<file path="config.mk">
export PLATFORM = sky130hd
export DESIGN_NAME = latched_fault_supervisor
export DESIGN_NICKNAME = d
export VERILOG_FILES = /design/src/hdl/lfs_pkg.sv /design/src/hdl/lfs_debounce_lane.sv /design/src/hdl/lfs_limit_lane.sv /design/src/hdl/lfs_fault_core.sv /design/src/hdl/latched_fault_supervisor.sv
export SDC_FILE = /design/constraint.sdc
export NUM_CORES = 1
export LEC_CHECK = 0
export BUFFER_PORTS_ARGS = -buffer_cell sky130_fd_sc_hd__buf_2
export CORE_UTILIZATION = 55
export DETAILED_ROUTE_END_ITERATION = 12
export PLACE_DENSITY = 0.8
export SYNTH_ARGS = -nofsm -noshare
export SYNTH_HDL_FRONTEND = slang
export SYNTH_SLANG_ARGS = --single-unit
</file>
<file path="constraint.sdc">
create_clock -name i_clk -period 9.46 [get_ports i_clk]
set_input_delay 0.473 -clock i_clk [delete_from_list [all_inputs] [get_ports i_clk]]
set_output_delay 0.473 -clock i_clk [all_outputs]
set_load 0.005 [all_outputs]
</file>
<file path="src/hdl/lfs_pkg.sv">
// shared types and constants for the latched fault supervisor
`default_nettype none

package lfs_pkg;

    // field widths
    localparam int NUM_CH     = 4;
    localparam int VAL_W      = 16;
    localparam int CNT_W      = 4;
    localparam int DELAY_W    = 9;
    localparam int BLINK_W    = 8;
    localparam int HIGH_RUN_W = 2;
    localparam int LOW_RUN_W  = 6;
    localparam int CFG_IDX_W  = 3;
    localparam int IN_DATA_W  = 104;
    localparam int OUT_DATA_W = 16;
    localparam int RESULT_W   = 9;

    // debounced channel positions in the raw pin field
    localparam int CH_MAINT   = 0;
    localparam int CH_RUNNING = 1;
    localparam int CH_OVERCUR = 2;
    localparam int CH_WATER   = 3;

    // phase loss run lengths and blink intervals in ticks
    localparam logic [HIGH_RUN_W-1:0] PHASE_SET_RUN   = 2'd2;
    localparam logic [LOW_RUN_W-1:0]  PHASE_CLEAR_RUN = 6'd40;
    localparam logic [BLINK_W-1:0]    BLINK_FAULT     = 8'd100;
    localparam logic [BLINK_W-1:0]    BLINK_NORMAL    = 8'd200;

    // configuration defaults
    localparam logic [CNT_W-1:0]   STABLE_RESET = 4'd10;
    localparam logic [DELAY_W-1:0] DELAY_RESET  = 9'd400;

    typedef enum logic [CFG_IDX_W-1:0] {
        REG_VOLT_LOW     = 3'd0,
        REG_VOLT_HIGH    = 3'd1,
        REG_FREQ_LOW     = 3'd2,
        REG_FREQ_HIGH    = 3'd3,
        REG_TEMP_LOW     = 3'd4,
        REG_TEMP_HIGH    = 3'd5,
        REG_STABLE_COUNT = 3'd6,
        REG_START_DELAY  = 3'd7
    } t_reg_index;

    // debounced levels after this tick's sample
    typedef struct packed {
        logic water_lack;
        logic over_current;
        logic running;
        logic maintenance;
    } t_levels;

    // one result item, last field in the lowest bit
    typedef struct packed {
        logic device_running;
        logic run_led;
        logic any_fault;
        logic freq_alarm;
        logic volt_alarm;
        logic phase_loss_alarm;
        logic water_temp_alarm;
        logic water_press_alarm;
        logic over_current_alarm;
    } t_result;

endpackage

`default_nettype wire

</file>
<file path="src/hdl/lfs_debounce_lane.sv">
// one debounce lane: counts differing samples and takes a new level
`default_nettype none

module lfs_debounce_lane
    import lfs_pkg::*;
(
    input  wire logic             i_clk,
    input  wire logic             i_rst_n,
    input  wire logic             i_advance,
    input  wire logic             i_seeded,
    input  wire logic             i_sample,
    input  wire logic [CNT_W-1:0] i_stable_count,
    output logic                  o_level_next
);

    logic             r_level;
    logic [CNT_W-1:0] r_count;
    logic             n_level;
    logic [CNT_W-1:0] n_count;
    logic [CNT_W-1:0] w_count_inc;

    // saturating count of differing samples
    assign w_count_inc = (r_count == {CNT_W{1'b1}}) ? r_count : r_count + 1'b1;

    // next level and count for this sample
    always_comb begin
        n_level = r_level;
        n_count = r_count;
        if (!i_seeded) begin
            n_level = i_sample;
            n_count = '0;
        end else if (i_sample == r_level) begin
            n_count = '0;
        end else if (w_count_inc >= i_stable_count) begin
            n_level = i_sample;
            n_count = '0;
        end else begin
            n_count = w_count_inc;
        end
    end

    assign o_level_next = n_level;

    // lane state
    always_ff @(posedge i_clk) begin
        if (!i_rst_n) begin
            r_level <= 1'b0;
            r_count <= '0;
        end else if (i_advance) begin
            r_level <= n_level;
            r_count <= n_count;
        end
    end

endmodule

`default_nettype wire

</file>
<file path="src/hdl/lfs_limit_lane.sv">
// one limit lane: reading against a lower and upper limit, zero disables
`default_nettype none

module lfs_limit_lane
    import lfs_pkg::*;
(
    input  wire logic [VAL_W-1:0] i_value,
    input  wire logic [VAL_W-1:0] i_low,
    input  wire logic [VAL_W-1:0] i_high,
    output logic                  o_outside
);

    logic w_below;
    logic w_above;

    // each limit only counts when it is nonzero
    assign w_below   = (i_low != '0) && (i_value < i_low);
    assign w_above   = (i_high != '0) && (i_value > i_high);
    assign o_outside = w_below || w_above;

endmodule

`default_nettype wire

</file>
<file path="src/hdl/lfs_fault_core.sv">
// merge stage: phase capture, fault latches, start timer and run led
`default_nettype none

module lfs_fault_core
    import lfs_pkg::*;
(
    input  wire logic               i_clk,
    input  wire logic               i_rst_n,
    input  wire logic               i_advance,
    input  wire t_levels            i_levels,
    input  wire logic               i_phase_raw,
    input  wire logic               i_debug_mode,
    input  wire logic               i_fault_reset,
    input  wire logic               i_start_request,
    input  wire logic               i_volt_bad,
    input  wire logic               i_freq_bad,
    input  wire logic               i_temp_bad,
    input  wire logic [DELAY_W-1:0] i_start_delay,
    output logic                    o_seeded,
    output t_result                 o_result
);

    logic                  r_seeded;
    logic [HIGH_RUN_W-1:0] r_high_run;
    logic [LOW_RUN_W-1:0]  r_low_run;
    logic                  r_phase_active;
    t_result               r_latch;
    logic                  r_total;
    logic                  r_running;
    logic                  r_last_start;
    logic [DELAY_W-1:0]    r_start_elapsed;
    logic [BLINK_W-1:0]    r_blink_elapsed;
    logic                  r_led;

    logic [HIGH_RUN_W-1:0] n_high_run;
    logic [LOW_RUN_W-1:0]  n_low_run;
    logic                  n_phase_active;
    t_result               n_latch;
    logic                  n_total;
    logic                  n_running;
    logic                  n_last_start;
    logic [DELAY_W-1:0]    n_start_elapsed;
    logic [BLINK_W-1:0]    n_blink_elapsed;
    logic                  n_led;

    logic                  w_masked;
    logic                  w_check_armed;
    logic [DELAY_W-1:0]    w_start_base;
    logic [BLINK_W-1:0]    w_blink_base;
    logic [BLINK_W-1:0]    w_interval;

    // phase loss capture with saturating run counters
    always_comb begin
        n_high_run     = r_high_run;
        n_low_run      = r_low_run;
        n_phase_active = r_phase_active;
        if (!r_seeded) begin
            n_phase_active = i_phase_raw;
        end else if (i_phase_raw) begin
            if (r_high_run != {HIGH_RUN_W{1'b1}}) begin
                n_high_run = r_high_run + 1'b1;
            end
            if (n_high_run >= PHASE_SET_RUN) begin
                n_phase_active = 1'b1;
            end
            n_low_run = '0;
        end else begin
            if (r_low_run != {LOW_RUN_W{1'b1}}) begin
                n_low_run = r_low_run + 1'b1;
            end
            if (n_low_run >= PHASE_CLEAR_RUN) begin
                n_phase_active = 1'b0;
            end
            n_high_run = '0;
        end
    end

    // maintenance pin is active low
    assign w_masked = i_debug_mode || !i_levels.maintenance;

    // fault latches, start edge timer and total fault
    always_comb begin
        n_latch       = r_latch;
        n_total       = r_total;
        n_running     = r_running;
        n_last_start  = r_last_start;
        w_start_base  = r_start_elapsed;
        w_check_armed = 1'b0;
        if (w_masked) begin
            n_latch = '0;
            n_total = 1'b0;
        end else begin
            if (i_fault_reset) begin
                n_latch = '0;
            end
            n_running = i_levels.running;
            if (i_start_request && !r_last_start) begin
                w_start_base = '0;
            end
            n_last_start  = i_start_request;
            w_check_armed = i_start_request && (w_start_base >= i_start_delay);
            if (w_check_armed && i_volt_bad) begin
                n_latch.volt_alarm = 1'b1;
            end
            if (w_check_armed && i_freq_bad) begin
                n_latch.freq_alarm = 1'b1;
            end
            if (i_temp_bad) begin
                n_latch.water_temp_alarm = 1'b1;
            end
            if (i_levels.over_current) begin
                n_latch.over_current_alarm = 1'b1;
            end
            if (i_levels.water_lack) begin
                n_latch.water_press_alarm = 1'b1;
            end
            if (n_phase_active) begin
                n_latch.phase_loss_alarm = 1'b1;
            end
            n_total = n_latch.over_current_alarm || n_latch.water_press_alarm
                   || n_latch.water_temp_alarm   || n_latch.phase_loss_alarm
                   || n_latch.volt_alarm         || n_latch.freq_alarm;
        end
    end

    // run led toggles on the interval that the total fault selects
    assign w_interval = n_total ? BLINK_FAULT : BLINK_NORMAL;

    always_comb begin
        w_blink_base = r_blink_elapsed;
        n_led        = r_led;
        if (r_blink_elapsed >= w_interval) begin
            w_blink_base = '0;
            n_led        = !r_led;
        end
    end

    // elapsed counters advance every tick and saturate
    assign n_blink_elapsed = (w_blink_base == {BLINK_W{1'b1}}) ? w_blink_base
                                                               : w_blink_base + 1'b1;
    assign n_start_elapsed = (w_start_base == {DELAY_W{1'b1}}) ? w_start_base
                                                               : w_start_base + 1'b1;

    // result of this tick
    always_comb begin
        o_result                = n_latch;
        o_result.any_fault      = n_total;
        o_result.run_led        = n_led;
        o_result.device_running = n_running;
    end

    assign o_seeded = r_seeded;

    // supervisor state
    always_ff @(posedge i_clk) begin
        if (!i_rst_n) begin
            r_seeded        <= 1'b0;
            r_high_run      <= '0;
            r_low_run       <= '0;
            r_phase_active  <= 1'b0;
            r_latch         <= '0;
            r_total         <= 1'b0;
            r_running       <= 1'b0;
            r_last_start    <= 1'b0;
            r_start_elapsed <= '0;
            r_blink_elapsed <= '0;
            r_led           <= 1'b0;
        end else if (i_advance) begin
            r_seeded        <= 1'b1;
            r_high_run      <= n_high_run;
            r_low_run       <= n_low_run;
            r_phase_active  <= n_phase_active;
            r_latch         <= n_latch;
            r_total         <= n_total;
            r_running       <= n_running;
            r_last_start    <= n_last_start;
            r_start_elapsed <= n_start_elapsed;
            r_blink_elapsed <= n_blink_elapsed;
            r_led           <= n_led;
        end
    end

endmodule

`default_nettype wire

</file>
<file path="src/hdl/latched_fault_supervisor.sv">
// a result is registered in the output register, or in the skid register while the output stalls
// throughput: one sample tick per clock while s_axis_tready is high, the state update is a single stage
// an output register plus a skid register let input flow while a result waits
// the input side stalls only when both output registers hold untaken results
// reset (i_rst_n low, synchronous) clears all tick state and loads default limits
`default_nettype none

module latched_fault_supervisor
    import lfs_pkg::*;
(
    input  wire logic                  i_clk,
    input  wire logic                  i_rst_n,
    // config write channel
    input  wire logic                  i_cfg_valid,
    output logic                       o_cfg_ready,
    input  wire logic [CFG_IDX_W-1:0]  i_cfg_index,
    input  wire logic [VAL_W-1:0]      i_cfg_data,
    // sample stream
    input  wire logic                  s_axis_tvalid,
    output logic                       s_axis_tready,
    // raw_channels, phase_raw, debug_mode, fault_reset, start_request, dc_voltage,
    // work_freq, temp_one, temp_two, temp_three, temp_four
    input  wire logic [IN_DATA_W-1:0]  s_axis_tdata,
    // result stream
    output logic                       m_axis_tvalid,
    input  wire logic                  m_axis_tready,
    // over_current_alarm, water_press_alarm, water_temp_alarm, phase_loss_alarm,
    // volt_alarm, freq_alarm, any_fault, run_led, device_running, zero fill
    output logic [OUT_DATA_W-1:0]      m_axis_tdata
);

    logic [VAL_W-1:0]   r_volt_low;
    logic [VAL_W-1:0]   r_volt_high;
    logic [VAL_W-1:0]   r_freq_low;
    logic [VAL_W-1:0]   r_freq_high;
    logic [VAL_W-1:0]   r_temp_low;
    logic [VAL_W-1:0]   r_temp_high;
    logic [CNT_W-1:0]   r_stable_count;
    logic [DELAY_W-1:0] r_start_delay;

    logic [NUM_CH-1:0]  w_raw;
    logic               w_phase_raw;
    logic               w_debug_mode;
    logic               w_fault_reset;
    logic               w_start_request;
    logic [VAL_W-1:0]   w_volt;
    logic [VAL_W-1:0]   w_freq;
    logic [VAL_W-1:0]   w_temp [NUM_CH];

    logic               w_in_xfer;
    logic               w_out_xfer;
    logic               w_seeded;
    logic [NUM_CH-1:0]  w_level_next;
    logic [NUM_CH-1:0]  w_temp_bad;
    logic               w_volt_bad;
    logic               w_freq_bad;
    t_levels            w_levels;
    t_result            w_result;

    t_result            r_out;
    logic               r_out_valid;
    t_result            r_skid;
    logic               r_skid_valid;

    // unpack the sample
    assign w_raw           = s_axis_tdata[3:0];
    assign w_phase_raw     = s_axis_tdata[4];
    assign w_debug_mode    = s_axis_tdata[5];
    assign w_fault_reset   = s_axis_tdata[6];
    assign w_start_request = s_axis_tdata[7];
    assign w_volt          = s_axis_tdata[23:8];
    assign w_freq          = s_axis_tdata[39:24];
    assign w_temp[0]       = s_axis_tdata[55:40];
    assign w_temp[1]       = s_axis_tdata[71:56];
    assign w_temp[2]       = s_axis_tdata[87:72];
    assign w_temp[3]       = s_axis_tdata[103:88];

    // handshakes
    assign o_cfg_ready   = 1'b1;
    assign s_axis_tready = !r_skid_valid;
    assign w_in_xfer     = s_axis_tvalid && s_axis_tready;
    assign w_out_xfer    = r_out_valid && m_axis_tready;

    // config registers
    always_ff @(posedge i_clk) begin
        if (!i_rst_n) begin
            r_volt_low     <= '0;
            r_volt_high    <= '0;
            r_freq_low     <= '0;
            r_freq_high    <= '0;
            r_temp_low     <= '0;
            r_temp_high    <= '0;
            r_stable_count <= STABLE_RESET;
            r_start_delay  <= DELAY_RESET;
        end else if (i_cfg_valid) begin
            unique case (t_reg_index'(i_cfg_index))
                REG_VOLT_LOW:     r_volt_low     <= i_cfg_data;
                REG_VOLT_HIGH:    r_volt_high    <= i_cfg_data;
                REG_FREQ_LOW:     r_freq_low     <= i_cfg_data;
                REG_FREQ_HIGH:    r_freq_high    <= i_cfg_data;
                REG_TEMP_LOW:     r_temp_low     <= i_cfg_data;
                REG_TEMP_HIGH:    r_temp_high    <= i_cfg_data;
                REG_STABLE_COUNT: r_stable_count <= i_cfg_data[CNT_W-1:0];
                REG_START_DELAY:  r_start_delay  <= i_cfg_data[DELAY_W-1:0];
            endcase
        end
    end

    // debounce lanes, one per raw channel
    for (genvar g = 0; g < NUM_CH; g++) begin : g_debounce
        lfs_debounce_lane u_lane (
            .i_clk          (i_clk),
            .i_rst_n        (i_rst_n),
            .i_advance      (w_in_xfer),
            .i_seeded       (w_seeded),
            .i_sample       (w_raw[g]),
            .i_stable_count (r_stable_count),
            .o_level_next   (w_level_next[g])
        );
    end

    assign w_levels.maintenance  = w_level_next[CH_MAINT];
    assign w_levels.running      = w_level_next[CH_RUNNING];
    assign w_levels.over_current = w_level_next[CH_OVERCUR];
    assign w_levels.water_lack   = w_level_next[CH_WATER];

    // temperature limit lanes
    for (genvar g = 0; g < NUM_CH; g++) begin : g_temp
        lfs_limit_lane u_lane (
            .i_value   (w_temp[g]),
            .i_low     (r_temp_low),
            .i_high    (r_temp_high),
            .o_outside (w_temp_bad[g])
        );
    end

    // voltage and frequency limit lanes
    lfs_limit_lane u_volt_lane (
        .i_value   (w_volt),
        .i_low     (r_volt_low),
        .i_high    (r_volt_high),
        .o_outside (w_volt_bad)
    );

    lfs_limit_lane u_freq_lane (
        .i_value   (w_freq),
        .i_low     (r_freq_low),
        .i_high    (r_freq_high),
        .o_outside (w_freq_bad)
    );

    // merge stage
    lfs_fault_core u_core (
        .i_clk           (i_clk),
        .i_rst_n         (i_rst_n),
        .i_advance       (w_in_xfer),
        .i_levels        (w_levels),
        .i_phase_raw     (w_phase_raw),
        .i_debug_mode    (w_debug_mode),
        .i_fault_reset   (w_fault_reset),
        .i_start_request (w_start_request),
        .i_volt_bad      (w_volt_bad),
        .i_freq_bad      (w_freq_bad),
        .i_temp_bad      (|w_temp_bad),
        .i_start_delay   (r_start_delay),
        .o_seeded        (w_seeded),
        .o_result        (w_result)
    );

    // output register with skid stage
    always_ff @(posedge i_clk) begin
        if (!i_rst_n) begin
            r_out_valid  <= 1'b0;
            r_skid_valid <= 1'b0;
        end else if (!r_out_valid || w_out_xfer) begin
            if (r_skid_valid) begin
                r_out_valid  <= 1'b1;
                r_skid_valid <= 1'b0;
            end else begin
                r_out_valid  <= w_in_xfer;
            end
        end else if (w_in_xfer) begin
            r_skid_valid <= 1'b1;
        end
    end

    // payload registers
    always_ff @(posedge i_clk) begin
        if (!r_out_valid || w_out_xfer) begin
            r_out <= r_skid_valid ? r_skid : w_result;
        end
        if (w_in_xfer && r_out_valid && !w_out_xfer) begin
            r_skid <= w_result;
        end
    end

    assign m_axis_tvalid = r_out_valid;
    assign m_axis_tdata  = {{(OUT_DATA_W - RESULT_W){1'b0}}, r_out};

`ifndef SYNTHESIS
    // the skid register only fills behind a held output
    a_skid_behind_out: assert property (@(posedge i_clk) disable iff (!i_rst_n)
        r_skid_valid |-> r_out_valid)
        else $error("skid register full while output register empty");

    // a transfer in while the output stalls must land in the skid register
    a_stall_to_skid: assert property (@(posedge i_clk) disable iff (!i_rst_n)
        (w_in_xfer && r_out_valid && !m_axis_tready) |=> r_skid_valid)
        else $error("input transfer during stall was not kept");

    // total fault only with at least one latched alarm
    a_total_has_cause: assert property (@(posedge i_clk) disable iff (!i_rst_n)
        (r_out_valid && r_out.any_fault) |->
            (r_out.over_current_alarm || r_out.water_press_alarm
             || r_out.water_temp_alarm || r_out.phase_loss_alarm
             || r_out.volt_alarm || r_out.freq_alarm))
        else $error("total fault without a latched alarm");
`endif

endmodule

`default_nettype wire

</file>
==> reports/results.ini <==
[clocking]
cts_setup_buffers=0
ctsResizeCount=0
max-clock-path-buffers=2
cts-root-buf=clkbuf_16
tritoncts=done
numCtsBuffers=17
clkTransAtPathRegs_ns=0.07
cts.sinks=185
htreeDepth=4
clkLatencyLatePin_ns=0.44
ctsHoldBuffers=0

[sta]
max_slew_margin=0.251
finalCritPeriodShare=0.511
setup_tns_ns=0
layout_min_cycle_time_ns=4.84
hold_viol=0
setup_slack_ns=4.62
finClkSkew_ns=0.00791
slew_violations=0
rsz0062_at_grt=no
fmax_ghz=0.207
setup_violations=0
tightest_slew_ns=1.12

[min_path]
holdPathStages=3
worstHoldPathType=input pin to flop
min_to=g_debounce[0].u_lane.r_level
worstHoldStart=s_axis_tdata[0]

[critical_path]
cp.arrival_ns=5.20
r2r_slack_ns=4.62
startpoint_type=flop
end_kind=flop
r2r_end=u_core.r_blink_elapsed[4]
cp_max_fo=7
r2r-start=g_debounce[3].u_lane.r_count[0]
crit_type=flop to flop
cp.required_ns=9.82
r2r_cells=20

[final_layout]
area_delta_synth_final_pct=11.0
layout-drive-gt1-share=0.112
layout_commonest_cell=nand2_1
fin_util=0.625
final_cell_mix=nand2_1, ha_1, a21oi_1, dfxtp_1, buf_2
fill_cells=1971
num-nets-final=2075

[power_and_ir_drop]
p_total_mw=1.82
leakagePower_nw=5.73
peakVddDrop_uv=93.9
power_density_nw_per_um2=128

[route]
top_layer=met4
wl_met2_um=16300
dr.pass1.iters=5
wl_per_cell_um=17.1
viasPerCell=5.96
num_vias=12100
drtIter0Drc=974
drtAntennaViolNets=0
m1WireLength_um=15400
drc_errors=0
met3_length_um=1830
wl_um=34700

[yosys]
ys_warn_count=0
synth_flop_cell=dfxtp_1
yosysSeqAreaShare=0.304
synth_edf_count=18
async_reset_ff_frac=0
synth.distinct_cells=61
syn_inst=1619
synth.ff_latch_count=185
syn_area_sq_um=12800
syn_area_per_cell_sq_um=7.90

[global_routing]
grt_max_degree=97
grt_pass1_wl_um=55200
antenna_found_initial=2
grt_pass1_vias=11300
overflow=0
track_usage=0.290

[floorplan]
ios=147
die_h_um=155
dieArea_sq_um=23900
start_util=0.563
rows=55
core_area_sq_um=22700
die_x_um=155

[placed_design]
post-place-ws_ns=4.63
port-buffer-count=138
place_hpwl_um=26400
place_congestion=0.983

[outcome]
outcome=complete, no violations

[run]
maxCapViolations=0

[worst max-delay path by stage]
stage                                                from                        end  slack, ns  cells after the start
after CTS                 g_debounce[2].u_lane.r_count[0]  u_core.r_blink_elapsed[4]       4.64                     20
after detailed placement                  s_axis_tdata[7]  u_core.r_blink_elapsed[4]       4.63                     21
after global placement                    s_axis_tdata[7]  u_core.r_blink_elapsed[4]       4.76                     21
after floorplan           g_debounce[3].u_lane.r_count[0]  u_core.r_blink_elapsed[4]       5.02                     21
after global routing      g_debounce[3].u_lane.r_count[0]  u_core.r_blink_elapsed[4]       4.28                     20
final                     g_debounce[3].u_lane.r_count[0]  u_core.r_blink_elapsed[4]       4.62                     20
[routing by layer]
layer / track usage / vias to the layer above
li1: - / 5975
met1: 0.375 / 5614
met2: 0.492 / 411
met3: 0.0311 / 85
met4: 0.118 / 0
met5: 0 / -
[cell usage after synthesis (7+ instances only)]
master	n	area (sq um)
nand2_1	282	1060
ha_1	221	2770
a21oi_1	214	1070
dfxtp_1	167	3340
inv_1	136	510
nor2_1	86	323
o21ai_0	54	270
clkbuf_1	49	184
nand3_1	43	215
nand4_1	40	250
nor4_1	35	219
nor3_1	27	135
edfxtp_1	18	541
a31oi_1	17	106
a211oi_1	15	113
a21o_1	14	105
nand2b_1	14	87.6
nor2b_1	14	87.6
and3_1	12	75.1
o31ai_1	12	90.1
and2_1	10	62.6
mux2i_1	9	90.1
xnor2_1	9	78.8
and4_1	8	70.1
buf_4	8	60.1
mux2_2	8	90.1
nor3b_1	7	52.6
[cell type report]
class / count / area [sq um] / area share
clock buffers: 18 / 429 / 0.0302
flip-flops and latches: 185 / 3880 / 0.274
multi-input cells: 1243 / 8160 / 0.575
well taps: 285 / 357 / 0.0251
inverters: 136 / 513 / 0.0361
repair buffers: 143 / 728 / 0.0513
clock inverters: 14 / 124 / 0.00873
diodes: 2 / 5.00 / 0.000353
[power by group]
part | leakage [nW] | switching (mW) | total, mW | internal [mW]
Sequential | 1.54 | 0.0152 | 0.827 | 0.812
Combinational | 3.93 | 0.189 | 0.311 | 0.123
Clock | 0.265 | 0.315 | 0.678 | 0.363
[registers in the layout, indices dropped and copies added, names as in the netlist]
| signal | flops |
|---|---|
| g_debounce.u_lane.r_count | 16 |
| r_freq_high | 16 |
| r_freq_low | 16 |
| r_temp_high | 16 |
| r_temp_low | 16 |
| r_volt_high | 16 |
| r_volt_low | 16 |
| m_axis_tdata | 9 |
| r_skid | 9 |
| r_start_delay | 9 |
| u_core.r_start_elapsed | 9 |
| u_core.r_blink_elapsed | 8 |
| u_core.r_latch | 6 |
| u_core.r_low_run | 6 |
| g_debounce.u_lane.r_level | 4 |
| r_stable_count | 4 |
| u_core.r_high_run | 2 |
| m_axis_tvalid | 1 |
| r_skid_valid | 1 |
| u_core.o_seeded | 1 |
| u_core.r_last_start | 1 |
| u_core.r_led | 1 |
| u_core.r_phase_active | 1 |
| u_core.r_running | 1 |
[through the flow]
stage	instances	hold slack, ns	area [sq um]
after CTS	2024	0.323	14200
after global placement	1992	0.444	13600
after floorplan	1625	0.436	12800
after global routing	2026	0.342	14200
final	2026	0.328	14200
after detailed placement	1992	0.447	13600
[cells by family (layout without fill, tap and decap cells)]
kind of cell	count (synthesis)	count (layout)	synth area share
flops	185	185	0.304
xor+xnor	11	11	0.00753
mux	17	17	0.0141
fa+ha+maj	221	221	0.216
other cells	2	10	0.000587
buf+inv	197	311	0.0608
compound gates	384	384	0.176
simple gates	602	602	0.222
[worst max-delay path, cell delays in order, from the launching register on]
cell and delay (ns):
dfxtp_1 0.35, ha_1 0.25, nand3_1 0.16, mux2_2 0.37
ha_1 0.27, o21ai_0 0.08, a21oi_1 0.18, mux2_2 0.39
nor3_1 0.20, nand3_1 0.16, o31ai_4 0.26, inv_1 0.14
ha_1 0.32, inv_1 0.06, o31ai_1 0.06, a211o_1 0.29
a21oi_1 0.18, o21ba_2 0.26, nand2_1 0.11, or4b_1 0.51
a21oi_1 0.15
Note: power is estimated with default switching activity, not from simulation.
